[config.mk]
export PLATFORM = sky130hd
export DESIGN_NAME = spse_vec_store
export DESIGN_NICKNAME = d
export VERILOG_FILES = /design/src/design/spse_pkg.sv /design/src/design/spse_vec_store.sv
export SDC_FILE = /design/constraint.sdc
export NUM_CORES = 1
export LEC_CHECK = 0
export BUFFER_PORTS_ARGS = -buffer_cell sky130_fd_sc_hd__buf_2
export CAP_MARGIN = 25
export CORE_MARGIN = 2
export CORE_UTILIZATION = 28
export DETAILED_ROUTE_END_ITERATION = 10
export PLACE_DENSITY = 0.41
export RECOVER_POWER = 25
export SYNTH_ARGS = -nofsm -noshare
export SYNTH_HDL_FRONTEND = slang
export SYNTH_SLANG_ARGS = --single-unit
[constraint.sdc]
create_clock -name clk -period 4.55 [get_ports clk]
set_input_delay 0.455 -clock clk [delete_from_list [all_inputs] [get_ports clk]]
set_output_delay 0.455 -clock clk [all_outputs]
set_load 0.01 [all_outputs]
[src/design/spse_pkg.sv]
// Shared constants, types and helpers for the symmetric pivot swap engine.
`timescale 1ns / 1ps

package spse_pkg;

	// Built dimension and derived widths
	localparam int MAX_DIM = 64;
	localparam int IDX_W   = $clog2(MAX_DIM);
	localparam int CNT_W   = $clog2(MAX_DIM + 1);
	localparam int ADDR_W  = $clog2(MAX_DIM * MAX_DIM);
	localparam int ELEM_W  = 64;
	localparam int SIGN_W  = 2;
	localparam int FUNC_W  = 3;
	localparam int ACT_W   = 7;

	// Input beat layout
	localparam int IN_ROW_LSB  = 0;
	localparam int IN_COL_LSB  = IN_ROW_LSB + IDX_W;
	localparam int IN_ELEM_LSB = IN_COL_LSB + IDX_W;
	localparam int IN_SIGN_LSB = IN_ELEM_LSB + ELEM_W;
	localparam int IN_DATA_W   = ((IN_SIGN_LSB + SIGN_W + 7) / 8) * 8;

	// Output beat layout
	localparam int OUT_ELEM_LSB = 0;
	localparam int OUT_SIGN_LSB = OUT_ELEM_LSB + ELEM_W;
	localparam int OUT_REC_LSB  = OUT_SIGN_LSB + SIGN_W;
	localparam int OUT_DATA_W   = ((OUT_REC_LSB + IDX_W + 7) / 8) * 8;

	// Configuration port
	localparam int CFG_IDX_W = 2;
	localparam int CFG_DAT_W = ACT_W;
	localparam logic [CFG_IDX_W-1:0] CFG_TRIANGLE = 2'd0;
	localparam logic [CFG_IDX_W-1:0] CFG_ACTIVE   = 2'd1;

	// Item function codes
	localparam logic [FUNC_W-1:0] FN_WR_ELEM = 3'd0;
	localparam logic [FUNC_W-1:0] FN_RD_ELEM = 3'd1;
	localparam logic [FUNC_W-1:0] FN_WR_SIGN = 3'd2;
	localparam logic [FUNC_W-1:0] FN_RD_SIGN = 3'd3;
	localparam logic [FUNC_W-1:0] FN_WR_REC  = 3'd4;
	localparam logic [FUNC_W-1:0] FN_RD_REC  = 3'd5;
	localparam logic [FUNC_W-1:0] FN_SWAP    = 3'd6;
	localparam logic [FUNC_W-1:0] FN_NOP     = 3'd7;

	localparam logic signed [SIGN_W-1:0] SIGN_RESET = 2'sb01;

	typedef logic [IDX_W-1:0]  idx_t;
	typedef logic [ADDR_W-1:0] addr_t;

	// Command into the sign / record store
	typedef struct packed {
		logic                     vld;
		logic [FUNC_W-1:0]        func;
		idx_t                     a;
		idx_t                     b;
		logic signed [SIGN_W-1:0] sign;
	} vec_cmd_t;

	// Read data and status back from the sign / record store
	typedef struct packed {
		logic                     busy;
		logic signed [SIGN_W-1:0] sign;
		idx_t                     rec;
	} vec_rsp_t;

	// Read requests from the swap walker
	typedef struct packed {
		logic  busy;
		logic  rd;
		logic  half;
		addr_t addr;
	} walk_t;

	// Column-major position of (row, col)
	function automatic addr_t elem_addr(input idx_t r, input idx_t c);
		elem_addr = ADDR_W'(r) + ADDR_W'(c) * ADDR_W'(MAX_DIM);
	endfunction

endpackage

[src/design/spse_vec_store.sv]
// Pivot sign and swap record memories with reset-valid bits and the sign exchange sequence.
`timescale 1ns / 1ps

module spse_vec_store (
	input  logic              clk,
	input  logic              arst_n,
	input  spse_pkg::vec_cmd_t cmd,
	output spse_pkg::vec_rsp_t rsp
);
	import spse_pkg::*;

	localparam logic [1:0] VS_IDLE = 2'd0;
	localparam logic [1:0] VS_RDB  = 2'd1;
	localparam logic [1:0] VS_WRA  = 2'd2;
	localparam logic [1:0] VS_WRB  = 2'd3;

	logic signed [SIGN_W-1:0] sgn_mem [MAX_DIM];
	idx_t                     rec_mem [MAX_DIM];
	logic [MAX_DIM-1:0]       sgn_vld_q;
	logic [MAX_DIM-1:0]       rec_vld_q;

	logic [1:0]               step_q;
	idx_t                     a_q;
	idx_t                     b_q;
	logic signed [SIGN_W-1:0] sa_q;

	idx_t                     raddr;
	logic signed [SIGN_W-1:0] sgn_rd_q;
	idx_t                     rec_rd_q;
	logic                     sgn_rv_q;
	logic                     rec_rv_q;
	idx_t                     ra_q;
	logic signed [SIGN_W-1:0] sgn_out;

	logic                     sgn_we;
	idx_t                     sgn_wa;
	logic signed [SIGN_W-1:0] sgn_wd;
	logic                     rec_we;
	idx_t                     rec_wa;
	idx_t                     rec_wd;

	logic cmd_swap;

	assign cmd_swap = cmd.vld && (cmd.func == FN_SWAP) && (step_q == VS_IDLE);

	// Entries never written read as their reset value
	assign sgn_out = sgn_rv_q ? sgn_rd_q : SIGN_RESET;

	// Read address: second sign of an exchange, else the command index
	assign raddr = (step_q == VS_RDB) ? b_q : cmd.a;

	// Write port selection
	always_comb begin
		sgn_we = 1'b0;
		sgn_wa = cmd.a;
		sgn_wd = cmd.sign;
		rec_we = 1'b0;
		rec_wa = cmd.a;
		rec_wd = cmd.b;
		unique case (step_q)
			VS_WRA: begin
				sgn_we = 1'b1;
				sgn_wa = a_q;
				sgn_wd = sgn_out;
			end
			VS_WRB: begin
				sgn_we = 1'b1;
				sgn_wa = b_q;
				sgn_wd = sa_q;
			end
			default: begin
				sgn_we = cmd.vld && (cmd.func == FN_WR_SIGN);
				rec_we = cmd.vld && ((cmd.func == FN_WR_REC) || (cmd.func == FN_SWAP));
			end
		endcase
	end

	// Memories
	always_ff @(posedge clk) begin
		if (sgn_we) begin
			sgn_mem[sgn_wa] <= sgn_wd;
		end
		if (rec_we) begin
			rec_mem[rec_wa] <= rec_wd;
		end
		sgn_rd_q <= sgn_mem[raddr];
		rec_rd_q <= rec_mem[raddr];
		ra_q     <= raddr;
	end

	// Valid bits and their registered lookup
	always_ff @(posedge clk or negedge arst_n) begin
		if (!arst_n) begin
			sgn_vld_q <= '0;
			rec_vld_q <= '0;
			sgn_rv_q  <= 1'b0;
			rec_rv_q  <= 1'b0;
		end else begin
			if (sgn_we) begin
				sgn_vld_q[sgn_wa] <= 1'b1;
			end
			if (rec_we) begin
				rec_vld_q[rec_wa] <= 1'b1;
			end
			sgn_rv_q <= sgn_vld_q[raddr];
			rec_rv_q <= rec_vld_q[raddr];
		end
	end

	// Sign exchange sequencer
	always_ff @(posedge clk or negedge arst_n) begin
		if (!arst_n) begin
			step_q <= VS_IDLE;
		end else begin
			unique case (step_q)
				VS_IDLE: if (cmd_swap) begin
					step_q <= VS_RDB;
				end
				VS_RDB:  step_q <= VS_WRA;
				VS_WRA:  step_q <= VS_WRB;
				VS_WRB:  step_q <= VS_IDLE;
				default: step_q <= VS_IDLE;
			endcase
		end
	end

	always_ff @(posedge clk) begin
		if (cmd_swap) begin
			a_q <= cmd.a;
			b_q <= cmd.b;
		end
		if (step_q == VS_RDB) begin
			sa_q <= sgn_out;
		end
	end

	assign rsp.busy = (step_q != VS_IDLE);
	assign rsp.sign = sgn_out;
	assign rsp.rec  = rec_rv_q ? rec_rd_q : ra_q;

endmodule

* After elaboration in Yosys (flattened, before gate mapping)
Memories as Yosys holds them, arrays and structs flattened. A register that Yosys moved wholly into a read port is not among the register bits. Index checks and enable logic that the tools add are counted. Widths: inputs -> output; s select.
Word-level totals: register bits after elaboration 152, bits in writable memories 512, latch bits 0, memories 2, logic and storage cells 56, bits in read-only memories 0
Cells by class: bitwise operators 2, shift-type cells 0, $add $sub $neg 0, mux-type cells 21, eq/ne operators 7, $mul 0, reductions and logical operators 10, divide/modulo/power cells 0, $lt $le $gt $ge 5
Memories:
- rec_mem | depth 64, bits a word 6, read ports 1, clocked after Yosys merged registers in 1, wr ports 1, RTL line spse_vec_store.sv:18 | idx_t rec_mem [MAX_DIM];
- sgn_mem | depth 64, bits a word 2, read ports 1, clocked after Yosys merged registers in 1, wr ports 1, RTL line spse_vec_store.sv:17 | logic signed [SIGN_W-1:0] sgn_mem [MAX_DIM];
Operators with widths (count):
- $or 64x64->64 | 2
- $lt 6x7->1 const B | 3
- $bmux 1 s6 | 2
- $demux 1 s6 | 2
- $ge 6x1->1 const B | 2
- $mux 6 | 2
- $pmux 6 s2 | 1
- $mux 1 | 10
- $pmux 2 s4 | 1
- $eq 3x3->1 const B | 2
- $logic_and 1x1->1 | 6
- $eq 2x2->1 const B | 2
- $mux 2 | 2
- $pmux 2 s2 | 1
- $eq 3x2->1 const B | 1
- $eq 2x1->1 const B | 1
- $logic_not 2->1 | 1
- $ne 2x2->1 const B | 1
- $reduce_bool 2->1 | 1
- $reduce_or 2->1 | 1
- $logic_or 1x1->1 | 1

* Longest topological paths before layout
depth after elaboration 7, depth in mapped cells 9, mapped depth without buffers 8

* Least setup slack after synthesis
Ideal clock, no wire load.
path type register to register, start reg step_q[0], end mem sgn_mem[0][1] (data pin), path slack 2.144 ns, buffers on the path 1, period minus slack after synthesis 2.406 ns, cell stages (with the launch flop) 7, setup time 0.356 ns, arrival time 2.050 ns, cell sequence dfrtp_1 -> inv_1 -> ha_1 -> nor2_1 -> clkbuf_1 -> a22oi_1 -> nand2_1
On the way: longest elaborated chain between the ends 2, elaborated cells on any way between the ends 3, those cells by class eq/ne: 2; mux: 1
Ends and longest elaborated chain:
- start: declaration | RTL line spse_vec_store.sv:22 | logic [1:0] step_q;
- start signal: assignment | RTL line spse_vec_store.sv:113 | step_q <= VS_IDLE;
- start signal: assignment | RTL line spse_vec_store.sv:117 | step_q <= VS_RDB;
- start signal: assignment | RTL line spse_vec_store.sv:119 | VS_RDB: step_q <= VS_WRA;
- $eq 2x2->1 | RTL line spse_vec_store.sv:60 | unique case (step_q)
- $pmux 2 s2 * | RTL line spse_vec_store.sv:60
- via sgn_wd[1] | RTL line spse_vec_store.sv:37 | logic signed [SIGN_W-1:0] sgn_wd;
- end: declaration | RTL line spse_vec_store.sv:17
Mark *: on every way through the listed nets, which the timed path passes. The rest lies on a longest branch.

* Worst setup path in the final report
start reg step_q[1], end reg rec_rv_q
On the way: longest elaborated chain between the ends 4
Ends and longest elaborated chain:
- $eq 2x1->1 | RTL line spse_vec_store.sv:50 | assign raddr = (step_q == VS_RDB) ? b_q : cmd.a;
- $mux 6 | RTL line spse_vec_store.sv:50
- $bmux 1 s6 | RTL line spse_vec_store.sv:106 | rec_rv_q <= rec_vld_q[raddr];
- $mux 1 (implied by the code) | RTL line spse_vec_store.sv:106
- end signal: assignment | RTL line spse_vec_store.sv:106
- end: declaration | RTL line spse_vec_store.sv:31 | logic rec_rv_q;
Every way passes these cells. The select of a mux whose other input is x is not followed. A chain may end at the register's enable or synchronous reset.

==> summary.txt <==
Run status
  • Outcome: finished, violations left
  • Failing checks: capacitance limit, slew limit

Clocking
  • CTS max path bufs: 3
  • Post-CTS Resized: 0
  • Clk pin slew, worst setup/hold paths: 0.06 ns
  • Total CTS buffers: 75
  • H-tree Lvls: 3
  • Root buffer cell: clkbuf_16
  • CTS tree: yes
  • Clk sink count: ~670
  • Later-pin clock latency in the skew report: roughly 0.63 ns

Cells and area
  • Fraction of layout cells with a size suffix above 1: between 10% and 20%
  • Fin nets: approximately 1,800
  • Fin cells: just over 3,000
  • Number of diodes: 0
  • Final std cell area, no fill: just over 30,000 um2
  • Area Overhead vs Synth: 16.57%
  • Final core utilization: between 30% and 40%

Floorplanning
  • FP Rows: around 110
  • Die area: a little under 100,000 um2
  • I/O Pins: 29
  • Die extent in y: 311.7 um
  • Total core area: ~94,000 um2
  • Initial Utilization: 28.32%
  • Die width: 311.7 um

Timing
  • RSZ-0062 raised after global routing: false
  • Setup slack after layout: between 0.6 and 0.7 ns
  • Setup TNS: 0 ns
  • Final setup viols: 0
  • Fin crit period: ~3.9 ns
  • Final Cycle Share: ~85%
  • Worst Tran Pin Value: 3.721 ns
  • Relative slew slack: -148.1%
  • FMAX: around 260 MHz
  • Worst-case clock skew: 0.02411 ns
  • Fin. Hold Viols: 0
  • Slew Limit Fails: approximately 330

Placed design
  • DP Area: 28,430 um2
  • Final GP Congestion: slightly below 0.8
  • PortBufs: 28
  • HPWL after DPL: between 40,000 and 50,000 um
  • Placed cells: slightly below 3,000
  • Pre-CTS setup slack: approximately 0.56 ns

Synthesis
  • Mux contribution to synthesized area: approximately an eighth
  • Yosys warning total: 0
  • Adder-cell share of the synthesized area: less than 1%
  • Largest family of logic cells by synthesized area: multiplexers
  • Post-synth net total: 1,684
  • Post-synthesis cell count: roughly 1,700
  • Async set-reset flop share out of synthesis: about a fifth
  • Yosys top cell by area: edfxtp_1
  • Top post-synthesis cells by area: edfxtp_1 60%, dfrtp_1 12%, mux2i_1 12%
  • #FFs+latches synth: between 600 and 700
  • Complex-gate fraction of the synthesized area: 6.310%
  • Synth Cell Area: about 27,000 um2
  • Post-synth EDFFs: about 530
  • Synth top area share: between 50% and 60%
  • Synth Area in Simple Gates: just over 6%
  • Main synth FF type: edfxtp_1
  • Register area share after synthesis: about three quarters
  • Post-synthesis xor/xnor area fraction: 0%
  • Syn_area_per_cell: around 16 um2
  • Yosys cell types: 45

Worst setup path
  • Worst Path Buf+Inv: 3
  • CP Max Fanout: 31
  • Required @ worst endpoint: 5.03 ns
  • Crit path capture type: flop
  • CP delay by family, top: buffers and inverters
  • CP Data Arrival Time: around 4.4 ns
  • CP max stage cell: nor4_1
  • CP Class: flop to flop
  • Most used cell, CP: buf_4
  • Worst path cell trace: inv_1, ha_1, mux2i_4, buf_4, buf_4, mux2i_1, o22ai_1, nor4_1, o2111ai_1
  • Critical path startpoint category: flop
  • Crit-path max cell delay: just over 0.8 ns

Pwr
  • Gate power share: between 20 and 25%
  • Cell area power density: about 560 nW/um2
  • Sw Ratio: approximately 30%
  • Clk pwr share: between 30% and 40%
  • Lkg Pwr: 11.36 nW
  • Sw Pwr: approximately 5.2 mW
  • VDD IR-drop max: roughly 0.25 mV
  • Sequential Power Share: 43.2%
  • Internal Dissipation: ~12 mW

Detailed routing
  • Remaining antenna violation count: 0
  • Vias per inst: approximately 4.8
  • Routed vias: 14,610
  • Initial DRT Pass Iterations: 5
  • DRC: 0
  • Routed WL: around 74,000 um
  • 1st-iter DRT viols: about 1,100
  • Drt wl/cell: approximately 24 um

Global routing
  • Global route total overflow: 0
  • Largest net degree at the start of global routing: 71
  • Number of global-route vias before repair: between 15,000 and 20,000
  • Initial antenna violation count: 5
  • GRT Total Usage: 15.20%
  • First-pass GRT wire length: between 100,000 and 150,000 um

Hold path
  • Tightest Hold Check Type: input pin to flop

Run
  • Max-cap viol count: 6
[cell usage in the layout, fill, tap and decap left out, types with 7 or more instances in the layout]
cell       instances
clkbuf_1          34
nor4_1            11
nor3b_1            7
edfxtp_1         526
dfrtp_1          132
o21ai_4            8
bufinv_16          7
clkbuf_16         75
clkinv_1           8
o21bai_1          16
o41ai_1           30
o22ai_1          160
inv_1              7
clkinv_2          16
buf_2             18
or2_2            108
mux2i_1          323
o2111ai_1         10
nand2_1           11
nand3_1           15
buf_12             7
nor2_1           136
dfxtp_1           14
buf_4             38
mux2_2             8
[what timing repair did]
item                      4_1_cts  5_1_grt
hold buffers                    1        0
hold endpoints to repair       69        0
buffers inserted                0        0
[state kept, by name, summed over array words and instances, names as in the netlist]
register	cells
rec_mem	384
rec_rv_q	1
sgn_vld_q	64
a_q	6
b_q	6
ra_q	6
sgn_mem	128
sgn_rv_q	1
sgn_rd_q	2
rec_vld_q	64
sa_q	2
rec_rd_q	6
step_q	2
[metal layers]
metal  up-vias  global-route usage, %  part of all wire (%)
met3       107                  2.981                   4.1
met1      7576                  21.36                    48
met5         -                      0                 0.019
li1       6620                      -                     -
met4         2                  4.316                   2.5
met2       305                  23.86                    46
[power groups by stage]
stage	combinational, mW	sequential [mW]	clock, mW
floorplan	2.40	7.57	0
global placement	3.82	7.62	0
detailed placement	3.85	7.64	0
CTS	3.87	7.51	6.22
global route	4.10	7.57	6.44
finish	3.83	7.52	6.05
[per-stage QoR]
| step | total power, mW | hold slack (ns) |
|---|---|---|
| 6_report | 17.40 | 0.2297 |
| 5_1_grt | 18.12 | 0.1939 |
| 4_1_cts | 17.60 | 0.08344 |
| 3_5_place_dp | 11.49 | 0.4506 |
| 3_3_place_gp | 11.44 | 0.4462 |
| 2_1_floorplan | 9.962 | 0.1594 |
[layout make-up]
cell class,count,area [um2]
clock buffers,99,1997
multi-input cells,899,6803
flip-flops and latches,672,19380
clock inverters,41,455.4
fillers,9136,62710
repair buffers,82,673.1
inverters,7,26.28
well taps,1254,1569
[cells in the mapped netlist (7+ instances only)]
cell,n
nor2_1,136
o2111ai_1,10
mux2i_1,323
nand2_1,13
or2_2,108
o41ai_1,30
o21ai_1,8
clkbuf_1,33
edfxtp_1,526
o22ai_1,160
dfxtp_1,14
buf_4,8
inv_1,7
dfrtp_1,132
nor3b_1,7
nand3_1,15
o21bai_1,16
buf_2,38
mux2_2,8
nor4_1,11
[cells by family (layout without fill, tap and decap cells)]
kind of cell / count (synthesis) / in the layout
flops: 672 / 672
mux: 332 / 332
simple gates: 316 / 316
compound gates: 246 / 246
buf+inv: 88 / 229
fa+ha+maj: 5 / 5
[path summary, 6_finish.rpt]
path	from	end	cells after the start	slack [ns]
max	step_q[1]	rec_rv_q	9	0.68
min	cmd[3]	b_q[1]	1	0.23
max reg2reg	step_q[1]	rec_rv_q	9	0.68
min reg2reg	sgn_vld_q[40]	sgn_vld_q[40]	1	0.46
max in group asynchronous	arst_n	rec_vld_q[53]	3	3.01
min in group asynchronous	arst_n	rec_vld_q[11]	2	0.46
(Power assumes the default switching activity.)
