**src/design/spse_pkg.sv**
```systemverilog
// Shared constants, types and helpers for the symmetric pivot swap engine.
`timescale 1ns / 1ps

package spse_pkg;

	// Built dimension and derived widths
	localparam int MAX_DIM = 64;
	localparam int IDX_W   = $clog2(MAX_DIM);
	localparam int CNT_W   = $clog2(MAX_DIM + 1);
	localparam int ADDR_W  = $clog2(MAX_DIM * MAX_DIM);
	localparam int ELEM_W  = 64;
	localparam int SIGN_W  = 2;
	localparam int FUNC_W  = 3;
	localparam int ACT_W   = 7;

	// Input beat layout
	localparam int IN_ROW_LSB  = 0;
	localparam int IN_COL_LSB  = IN_ROW_LSB + IDX_W;
	localparam int IN_ELEM_LSB = IN_COL_LSB + IDX_W;
	localparam int IN_SIGN_LSB = IN_ELEM_LSB + ELEM_W;
	localparam int IN_DATA_W   = ((IN_SIGN_LSB + SIGN_W + 7) / 8) * 8;

	// Output beat layout
	localparam int OUT_ELEM_LSB = 0;
	localparam int OUT_SIGN_LSB = OUT_ELEM_LSB + ELEM_W;
	localparam int OUT_REC_LSB  = OUT_SIGN_LSB + SIGN_W;
	localparam int OUT_DATA_W   = ((OUT_REC_LSB + IDX_W + 7) / 8) * 8;

	// Configuration port
	localparam int CFG_IDX_W = 2;
	localparam int CFG_DAT_W = ACT_W;
	localparam logic [CFG_IDX_W-1:0] CFG_TRIANGLE = 2'd0;
	localparam logic [CFG_IDX_W-1:0] CFG_ACTIVE   = 2'd1;

	// Item function codes
	localparam logic [FUNC_W-1:0] FN_WR_ELEM = 3'd0;
	localparam logic [FUNC_W-1:0] FN_RD_ELEM = 3'd1;
	localparam logic [FUNC_W-1:0] FN_WR_SIGN = 3'd2;
	localparam logic [FUNC_W-1:0] FN_RD_SIGN = 3'd3;
	localparam logic [FUNC_W-1:0] FN_WR_REC  = 3'd4;
	localparam logic [FUNC_W-1:0] FN_RD_REC  = 3'd5;
	localparam logic [FUNC_W-1:0] FN_SWAP    = 3'd6;
	localparam logic [FUNC_W-1:0] FN_NOP     = 3'd7;

	localparam logic signed [SIGN_W-1:0] SIGN_RESET = 2'sb01;

	typedef logic [IDX_W-1:0]  idx_t;
	typedef logic [ADDR_W-1:0] addr_t;

	// Command into the sign / record store
	typedef struct packed {
		logic                     vld;
		logic [FUNC_W-1:0]        func;
		idx_t                     a;
		idx_t                     b;
		logic signed [SIGN_W-1:0] sign;
	} vec_cmd_t;

	// Read data and status back from the sign / record store
	typedef struct packed {
		logic                     busy;
		logic signed [SIGN_W-1:0] sign;
		idx_t                     rec;
	} vec_rsp_t;

	// Read requests from the swap walker
	typedef struct packed {
		logic  busy;
		logic  rd;
		logic  half;
		addr_t addr;
	} walk_t;

	// Column-major position of (row, col)
	function automatic addr_t elem_addr(input idx_t r, input idx_t c);
		elem_addr = ADDR_W'(r) + ADDR_W'(c) * ADDR_W'(MAX_DIM);
	endfunction

endpackage

```
**src/design/spse_swap_walk.sv**
```systemverilog
// Address walker that lists the element pairs of one symmetric interchange.
`timescale 1ns / 1ps

module spse_swap_walk (
	input  logic            clk,
	input  logic            arst_n,
	input  logic            start,
	input  spse_pkg::idx_t  idx_lo,
	input  spse_pkg::idx_t  idx_hi,
	input  logic [spse_pkg::CNT_W-1:0] order,
	input  logic            tri_upper,
	output spse_pkg::walk_t walk
);
	import spse_pkg::*;

	localparam logic [2:0] PH_IDLE = 3'd0;
	localparam logic [2:0] PH_DIAG = 3'd1;
	localparam logic [2:0] PH_SEG1 = 3'd2;
	localparam logic [2:0] PH_SEG2 = 3'd3;
	localparam logic [2:0] PH_SEG3 = 3'd4;

	logic [2:0]       ph_q;
	logic [CNT_W-1:0] k_q;
	logic             half_q;
	idx_t             i_q;
	idx_t             j_q;
	logic [CNT_W-1:0] n_q;
	logic             tri_q;

	logic [CNT_W-1:0] seg_end;
	logic             in_rng;
	idx_t             k;
	addr_t            a_addr;
	addr_t            b_addr;

	assign k = k_q[IDX_W-1:0];

	// Segment bound and pair addresses for the current step
	always_comb begin
		seg_end = n_q;
		a_addr  = elem_addr(i_q, i_q);
		b_addr  = elem_addr(j_q, j_q);
		unique case (ph_q)
			PH_SEG1: begin
				seg_end = CNT_W'(i_q);
				a_addr  = tri_q ? elem_addr(k, i_q) : elem_addr(i_q, k);
				b_addr  = tri_q ? elem_addr(k, j_q) : elem_addr(j_q, k);
			end
			PH_SEG2: begin
				seg_end = n_q;
				a_addr  = tri_q ? elem_addr(i_q, k) : elem_addr(k, i_q);
				b_addr  = tri_q ? elem_addr(j_q, k) : elem_addr(k, j_q);
			end
			PH_SEG3: begin
				seg_end = CNT_W'(j_q);
				a_addr  = tri_q ? elem_addr(i_q, k) : elem_addr(k, i_q);
				b_addr  = tri_q ? elem_addr(k, j_q) : elem_addr(j_q, k);
			end
			default: begin
				seg_end = n_q;
			end
		endcase
		in_rng = (ph_q == PH_DIAG) ||
			(((ph_q == PH_SEG1) || (ph_q == PH_SEG2) || (ph_q == PH_SEG3)) &&
			(k_q < seg_end));
	end

	// Phase and step counter; an empty segment still passes through one idle step
	always_ff @(posedge clk or negedge arst_n) begin
		if (!arst_n) begin
			ph_q   <= PH_IDLE;
			k_q    <= '0;
			half_q <= 1'b0;
		end else if (start) begin
			ph_q   <= PH_DIAG;
			k_q    <= '0;
			half_q <= 1'b0;
		end else if (in_rng) begin
			half_q <= ~half_q;
			if (half_q) begin
				if (ph_q == PH_DIAG) begin
					ph_q <= PH_SEG1;
					k_q  <= '0;
				end else begin
					k_q <= k_q + 1'b1;
				end
			end
		end else begin
			unique case (ph_q)
				PH_SEG1: begin
					ph_q <= PH_SEG2;
					k_q  <= CNT_W'(j_q) + 1'b1;
				end
				PH_SEG2: begin
					ph_q <= PH_SEG3;
					k_q  <= CNT_W'(i_q) + 1'b1;
				end
				default: ph_q <= PH_IDLE;
			endcase
		end
	end

	always_ff @(posedge clk) begin
		if (start) begin
			i_q   <= idx_lo;
			j_q   <= idx_hi;
			n_q   <= order;
			tri_q <= tri_upper;
		end
	end

	assign walk.busy = (ph_q != PH_IDLE);
	assign walk.rd   = in_rng;
	assign walk.half = half_q;
	assign walk.addr = half_q ? b_addr : a_addr;

endmodule

```
**config.mk**
```make
export PLATFORM = sky130hd
export DESIGN_NAME = spse_swap_walk
export DESIGN_NICKNAME = d
export VERILOG_FILES = /design/src/design/spse_pkg.sv /design/src/design/spse_swap_walk.sv
export SDC_FILE = /design/constraint.sdc
export NUM_CORES = 1
export LEC_CHECK = 0
export BUFFER_PORTS_ARGS = -buffer_cell sky130_fd_sc_hd__buf_2
export CAP_MARGIN = 20
export CORE_UTILIZATION = 55
export CTS_CLUSTER_SIZE = 16
export DETAILED_ROUTE_END_ITERATION = 6
export HOLD_SLACK_MARGIN = 0.12
export PLACE_DENSITY = 0.73
export SLEW_MARGIN = 10
export SYNTH_ARGS = -nofsm -noshare
export SYNTH_HDL_FRONTEND = slang
export SYNTH_SLANG_ARGS = --single-unit
```
**constraint.sdc**
```tcl
create_clock -name clk -period 9.4 [get_ports clk]
set_input_delay 0.47 -clock clk [delete_from_list [all_inputs] [get_ports clk]]
set_output_delay 0.47 -clock clk [all_outputs]
set_load 0.005 [all_outputs]
```
Yosys cells after proc, flatten, opt, wreduce, memory -nomap -nowiden
Index checks and enable logic that the tools add are counted.
{ "op_classes": {"order_cmp": 1, "n_mux": 20, "reduce_logical": 11, "n_eq_ne": 6, "bitwise_logic": 1, "add_sub_neg": 9} }
{ "op_table": {"columns": ["operator", "count"], "rows": [
  ["6-bit by 12-bit adder with 12-bit output", 6],
  ["12-bit two-way mux", 5],
  ["12-bit case mux with 2 select lines", 2],
  ["7-bit two-way mux", 4],
  ["7-bit case mux with 2 select lines", 2],
  ["6-bit by 1-bit adder with 7-bit output, second input constant", 2],
  ["3-bit two-way mux", 4],
  ["7-bit by 1-bit adder with 7-bit output, second input constant", 1],
  ["7-bit < comparator", 1],
  ["3-bit by 2-bit == test with 1-bit output, second input constant", 2],
  ["3-bit case mux with 2 select lines", 1],
  ["2-bit AND reduction", 2],
  ["4-bit nonzero test", 1],
  ["2-bit OR reduction", 2],
  ["3-bit by 1-bit == test with 1-bit output, second input constant", 1],
  ["3-bit == test, second input constant", 1],
  ["1-bit logical OR", 3],
  ["3-bit by 2-bit inequality test with 1-bit output, second input constant", 1],
  ["3-bit inequality test, second input constant", 1],
  ["3-bit nonzero test", 1],
  ["1-bit two-way mux", 2],
  ["2-bit nonzero test", 1],
  ["1-bit logical AND", 1],
  ["1-bit inverter", 1]
]} }
{ "word_totals": {"input_bits": 23, "reg_bits": 31, "out_inout_bits": 15, "elab_cells": 55} }

Depth between registers and ports, before layout
Gate-level depths: netlist of the first run.
{ "logic_depth": {"depth_word": 7, "mapped_depth": 15, "ltp_nobuf": 12} }

Worst setup path before layout of the first run
No wires, ideal clock.
{ "synth_timing": {"kind": "flip-flop to output port", "start": "register ph_q[1]", "end": "output port walk[13] (netlist bit)", "stages_incl_launch_ff": 15, "path_slack_ns": 6.023, "n_path_buf": 6, "t_arrival_ns": 2.907, "t_required_ns": 8.930, "path_cell_list": "dfrtp_1 > buf_2 > buf_2 > buf_1 > buf_2 > o221ai_1 > o21ai_0 > o21ai_0 > ha_1 > nand4_1 > a221oi_4 > nor2_1 > buf_2 > or2_1 > buf_4"} }
{ "synth_via": {"elab_chain_len": 5, "elab_cells_between_ends": 10, "cone_classes": "order compare (1); eq/ne (4); mux (1); reduce/logical (4)"} }
{ "synth_lines": {"columns": ["item", "line_no", "text"], "rows": [
  ["start: declaration", "spse_swap_walk.sv:22", "logic [2:0] ph_q;"],
  ["start signal: assignment", "spse_swap_walk.sv:71", "ph_q <= PH_IDLE;"],
  ["start signal: assignment", "spse_swap_walk.sv:75", "ph_q <= PH_DIAG;"],
  ["start signal: assignment", "spse_swap_walk.sv:82", "ph_q <= PH_SEG1;"],
  ["3-bit == test (tied with other cells)", null, null],
  ["7-bit case mux with 2 select lines or 1-bit logical OR (tied branches)", "spse_swap_walk.sv:43, spse_swap_walk.sv:64", null],
  ["7-bit < comparator or 1-bit logical OR (tied branches)", "spse_swap_walk.sv:65, spse_swap_walk.sv:64", null],
  ["1-bit logical AND", "spse_swap_walk.sv:64", "(((ph_q == PH_SEG1) || (ph_q == PH_SEG2) || (ph_q == PH_SEG3)) &&"],
  ["1-bit logical OR (*)", "spse_swap_walk.sv:63", "in_rng = (ph_q == PH_DIAG) ||"],
  ["end: declaration", "spse_swap_walk.sv:12", "output spse_pkg::walk_t walk"]
]} }
Every way passes the cells marked *; elsewhere a longest branch is shown, timed or not.

==> impl_metrics.ini, run 1 <==
[yosys]
synth-main-ff-cell = edfxtp_1
synth_warnings = 0
synthCells = 388
avgSynthCellArea_um2 = 7.891
async_reset_ff_share_pct = 35.48
seq_area_frac_synth_pct = 28.61
syn_area_mm2 = 0.003062
synthesis.nets = 419
synthDistinctLibCells = 54
synth_edf_count = 20
ys_ff_latch = 31

[sta]
postLayoutSetupSlackWorst_ps = 5145
final_hold_viol_count = 0
fin_skew_ps = 6.168
holdWs_ps = 355.6
rsz0062_at_grt = false
post-route-period-util_pct = 45.27
min_period_ps = 4255
slew_violations = 0
tightest_slew_ps = 802.6
tns_ps = 0
max_slew_margin_pct = 46.30
setup-violations-final = 0
fmax_ghz = 0.2350

[worst_setup_path]
r2r_start = ph_q[2]
cp_cell_sequence = buf_4 -> inv_1 -> nand2_1 -> o221ai_1 -> o21ai_0 -> o21ai_0 -> ha_1 -> a211oi_1 -> o21a_1 -> a221oi_4 -> nor2_1 -> or2_1 -> buf_2
cp_slowest_cell = nor2_1
r2r_end = k_q[1]
r2r_cells = 13
end_kind = output pin
cp-start-kind = register
critical_path.max_fanout = 48
rrSetupSlack_ps = 5510
cpLargestDelayFamily = simple AND/OR/NAND/NOR gates
critPathBufInv = 3
worstPathArrival_ps = 3790
slowest_delay_ps = 640
critical_path_required_ps = 8930
crit_type = register to output pin
crit_path_frequent_cell = o21ai_0

[floorplanning]
pin_count = 38
die_x_um = 76.61
core_mm2 = 0.005238
start_util_pct = 58.46
die_h_um = 76.61
dieArea_mm2 = 0.005869
num_rows = 26

[clock_tree]
cts_setup_buffers = 0
cts_resized = 0
cts_root_buf = clkbuf_8
cts_buffers = 5
cts_tree = yes
clk_path_buf_depth = 2
cts.sinks = 31
htreeDepth = 2
postCtsHoldBufs = 1
clkLatencyLatePin_ps = 290
clk_pin_slew_ps = 70

[routing]
drt_iter0_markers = 472
drt_pass1_iterations = 5
ant_nets = 0
via_per_inst = 7.013
wl_per_cell_um = 19.59
drt-total-wl_mm = 8.953
num_vias = 3205
drc = 0

[placed_design]
dpl.hpwl_mm = 5.631
io_buffers = 37
place_ws_ps = 5082
gp_congestion = 0.9078

[finish]
ff_latch_area_um2 = 875.8
multi_input_area_mm2 = 0.001943
drive_gt1_share_pct = 14.47
synthToLayoutAreaGrowth_pct = 7.111
final_nets = 417
n_antenna_cell = 0
fillers = 472

[min_path]
min-delay-start = idx_hi[4]
min_to = j_q[4]
hold_path_class = input port to register
min_path_cells = 1

[global_route]
grt_pass1_wl_mm = 14.41
track_usage_pct = 31.05
antenna_found_initial = 0
grt_pass1_vias = 2937
grt_max_degree = 60
overflow = 0

[status]
run_status = completed

[power_and_ir_drop]
power_leakage_nw = 1.151
powerDensity_mw_per_mm2 = 240.6
ir_drop_mv = 0.1432

[flow_run]
maxCapViolCount = 0
==> stage by stage <==
step | total power, mW | instances | util, % | instance area, um2
after detailed placement | 0.6343 | 447 | 59.75 | 3129
after floorplan | 0.5375 | 388 | - | 3062
final | 0.7889 | 457 | 62.61 | 3279
after global placement | 0.6274 | 447 | 59.75 | 3129
after CTS | 0.7712 | 456 | 62.09 | 3252
after global routing | 0.8461 | 457 | 62.61 | 3279
==> logic make-up after synthesis <==
logic type,Yosys count,share of synthesized area [%]
AND/OR/NAND/NOR,108,17.25
flip-flops,31,28.61
buffers and inverters,56,7.928
XOR/XNOR,8,2.288
multiplexers,8,2.697
AO/OA/AOI/OAI,169,37.97
adder cells (fa/ha/maj),8,3.269
==> final cells by class <==
| type | count | area share [%] |
|---|---|---|
| Multi-Input combinational cell | 301 | 59.25 |
| Sequential cell | 31 | 26.71 |
| Timing Repair Buffer | 41 | 7.249 |
| Tap cell | 70 | 2.671 |
| Clock buffer | 5 | 2.098 |
| Clock inverter | 3 | 1.335 |
| Inverter | 6 | 0.6868 |
==> sequential cells by signal (all words and copies together) (netlist names) <==
register,count
tri_q,1
j_q,6
k_q,7
half_q,1
i_q,6
n_q,7
ph_q,3
==> metal layers <==
layer	GRT usage [%]	routed length [um]	vias up
li1	-	-	1491
met1	43.82	3838	1471
met2	46.22	3856	213
met3	3.832	923	30
met4	16.15	333	0
met5	0	0	-
==> cell usage in the layout, fill, tap and decap left out, types with 9 or more instances in the layout <==
| cell | instances |
|---|---|
| dfrtp_1 | 11 |
| o221ai_1 | 12 |
| a21oi_1 | 14 |
| edfxtp_1 | 20 |
| o22ai_1 | 26 |
| nand3_1 | 15 |
| buf_2 | 37 |
| nand2b_1 | 9 |
| o21ai_0 | 42 |
| nor2_1 | 13 |
| nand2_1 | 43 |
| a22oi_1 | 12 |
| o22a_1 | 11 |
==> cell usage after synthesis, types with 3 or more instances <==
cell type  number  area share (%)
o2111ai_1       8             2.3
edfxtp_1       20              20
a21oi_1        14             2.3
o2bb2ai_1       6             1.7
buf_1           3            0.37
a22oi_1        12             2.9
xnor2_1         4             1.1
nor3_1          6            0.98
o221ai_1       12             3.4
o211ai_1        7             1.7
xor2_1          4             1.1
buf_4           3            0.74
ha_1            8             3.3
and3_1          4            0.82
o21ai_0        42             6.9
nand2b_1        9             1.8
o21ai_1         8             1.3
mux2i_1         6             2.0
nand2_1        43             5.3
dfrtp_1        11             9.0
clkbuf_1       37             4.5
nor2_1         13             1.6
o22ai_1        26             5.3
buf_2           4            0.65
a211oi_1        8             2.0
o22a_1         11             3.1
a32o_1          4             1.3
or2_1           4            0.82
inv_1           5            0.61
nand3_1        15             2.5
or3_1           3            0.61
==> how the worst max path moves through the flow <==
stage / start / end / slack (ps) / cells after the start
finish: ph_q[2] / walk[13] / 5140 / 13
global route: ph_q[2] / walk[13] / 4870 / 12
CTS: ph_q[0] / walk[13] / 4740 / 12
detailed placement: ph_q[0] / walk[13] / 5080 / 12
global placement: ph_q[0] / walk[13] / 5210 / 12
floorplan: ph_q[1] / walk[13] / 6020 / 14
==> report_power, final <==
part	switching (mW)	internal (mW)	leakage, nW
Combinational	0.259	0.175	0.750
Sequential	0.0591	0.162	0.344
Clock	0.0542	0.0789	0.0581
Total	0.372	0.417	1.15
Power figures use the tool's default switching activity.
==> inputs of run 2 (changes only) <==
ABC_AREA = 1   (was default)
CORE_UTILIZATION = 52   (was 55)
PLACE_DENSITY = 0.74   (was 0.73)
clock period = 3.8 ns   (was 9.4 ns; I/O delays follow)
==> impl_metrics.ini, run 2 <==
[status]
run_status = completed

[yosys]
avgSynthCellArea_um2 = 7.507
synthesis.nets = 352
yosysTopAreaCell = edfxtp_1
seq_area_frac_synth_pct = 36.34
synth_most_common_cell = nand2_1
synth_common_cells = 67 x nand2_1, 33 x nor2_1, 22 x inv_1
yosys-top-cells-area = edfxtp_1 25%, dfrtp_1 11%, nand2_1 10%
async_reset_ff_share_pct = 35.48
ys_ff_latch = 31
synth_top_cell_area_share_pct = 24.92
synth_compound_area_share_pct = 22.38
synth_mux_area_share_pct = 0
yosys.area_share.simple_pct = 27.31
synthDistinctLibCells = 35
synth_xor_area_share_pct = 2.544
synthCells = 321
syn_area_mm2 = 0.002410
synth_top_family_by_area = simple AND/OR/NAND/NOR gates
synth_warnings = 0
synth-main-ff-cell = edfxtp_1
synth_edf_count = 20
synthAdderAreaFrac_pct = 4.154

[global_route]
grt_max_degree = 24
track_usage_pct = 28.64
grt_pass1_wl_mm = 11.22
grt_pass1_vias = 2437
antenna_found_initial = 0
overflow = 0

[floorplanning]
pin_count = 38
core_mm2 = 0.004414
start_util_pct = 54.59
dieArea_mm2 = 0.004911
die_x_um = 70.08
num_rows = 24
die_h_um = 70.08

[sta]
setup-violations-final = 0
post-route-period-util_pct = 89.35
fin_skew_ps = 8.529
max_slew_margin_pct = 51.04
rsz0062_at_grt = false
min_period_ps = 3395
slew_violations = 0
final_hold_viol_count = 0
tightest_slew_ps = 732.6
fmax_ghz = 0.2945
tns_ps = 0

[worst_setup_path]
end_kind = output pin
worstPathArrival_ps = 3210
critical_path_required_ps = 3610
critical_path.max_fanout = 22
cp-start-kind = register
rrSetupSlack_ps = 530
cp_cell_sequence = nor2_2 -> nand2_2 -> nand2_1 -> o21ai_0 -> o22ai_1 -> ha_1 -> a21oi_1 -> o21ai_0 -> nor3_4 -> nand2_4 -> nand2_4 -> buf_2
crit_type = register to output pin
cp_slowest_cell = nand2_1
slowest_delay_ps = 580
cpLargestDelayFamily = simple AND/OR/NAND/NOR gates
critPathBufInv = 1

[clock_tree]
cts_tree = yes
clk_path_buf_depth = 2
clk_pin_slew_ps = 70
cts_setup_buffers = 0
htreeDepth = 2
cts_resized = 0
cts_root_buf = clkbuf_8
cts_buffers = 5
clkLatencyLatePin_ps = 290
cts.sinks = 31
postCtsHoldBufs = 21

[finish]
final_cell_mix = 67 x nand2_1, 37 x buf_2, 33 x nor2_1
final_nets = 405
reg_top3 = k_q x7, n_q x7
synthToLayoutAreaGrowth_pct = 20.25
fillers = 380
fin_cells = 427
n_antenna_cell = 0
drive_gt1_share_pct = 17.07
multi_input_area_mm2 = 0.001359
ff_latch_area_um2 = 875.8
final_common_cell = nand2_1

[power_and_ir_drop]
powerDensity_mw_per_mm2 = 487.5
power_leakage_nw = 1.313
ir_drop_mv = 0.2490
internal_power_mw = 0.7952
p_comb_share_pct = 46.3
seqPwrFrac_pct = 35.7
switching_share_pct = 43.71
p_sw_mw = 0.6175
p_clk_share_pct = 18.0

[placed_design]
io_buffers = 37
dpl.cell_count = 398
gp_congestion = 0.9030
dpl.hpwl_mm = 4.623

[routing]
num_vias = 2568
drt_pass1_iterations = 5
via_per_inst = 6.014
drt_iter0_markers = 219
ant_nets = 0
drt-total-wl_mm = 6.592
drc = 0
wl_per_cell_um = 15.44

[flow_run]
maxCapViolCount = 0

[min_path]
hold_path_class = input port to async pin
run 2: per-layer routing:
metal  vias to the layer above  wire (um)  share of wire, %  track usage, %
li1                       1235          -                 -               -
met1                      1195       2954                45           37.67
met2                       118       3100                47           47.65
met3                        20        381               5.8           4.762
met4                         0        155               2.4           10.00
met5                         -          0                 0               0
run 2: power groups by stage:
| stage | clock network, mW | logic, mW | registers (mW) |
|---|---|---|---|
| 5_1_grt | 0.276 | 0.736 | 0.511 |
| 3_5_place_dp | 0 | 0.622 | 0.508 |
| 3_3_place_gp | 0 | 0.609 | 0.506 |
| 4_1_cts | 0.258 | 0.643 | 0.501 |
| 2_1_floorplan | 0 | 0.483 | 0.461 |
| 6_report | 0.255 | 0.654 | 0.504 |
run 2: cells by family after synthesis:
group	count (synthesis)
AOI/OAI and AO/OA	91
xor gates and xnor gates	7
adders and majority gates	8
buffers and inverters	42
DFF	31
and+or+nand+nor	142
run 2: area by class of cell:
type                    instances  share of cell area (%)
flip-flops and latches         31                   30.22
repair buffers                 59                   13.90
inverters                      29                   3.843
multi-input cells             248                   46.89
well taps                      52                   2.245
clock inverters                 3                  0.5181
clock buffers                   5                   2.375
run 2: worst paths after layout:
path                       endpoint    start  cells past startpoint
min                         ph_q[0]   arst_n                      2
max in group asynchronous    k_q[6]   arst_n                      2
min in group clk             j_q[0]    start                      1
max reg2reg                  k_q[6]  ph_q[1]                     16
max                        walk[13]  ph_q[1]                     12
min reg2reg                  k_q[6]   k_q[6]                      2
run 2: stage by stage:
step / instance area [um2] / setup slack [ps] / utilization (%) / hold WS, ps / power [mW]
3_3_place_gp: 2604 / 739.1 / 58.99 / 73.79 / 1.116
4_1_cts: 2898 / 457.8 / 65.65 / 312.0 / 1.403
5_1_grt: 2898 / 147.4 / 65.65 / 356.7 / 1.523
3_5_place_dp: 2604 / 611.4 / 58.99 / 75.73 / 1.130
2_1_floorplan: 2410 / 1081 / - / -105.6 / 0.9445
6_report: 2898 / 404.6 / 65.65 / 296.4 / 1.413
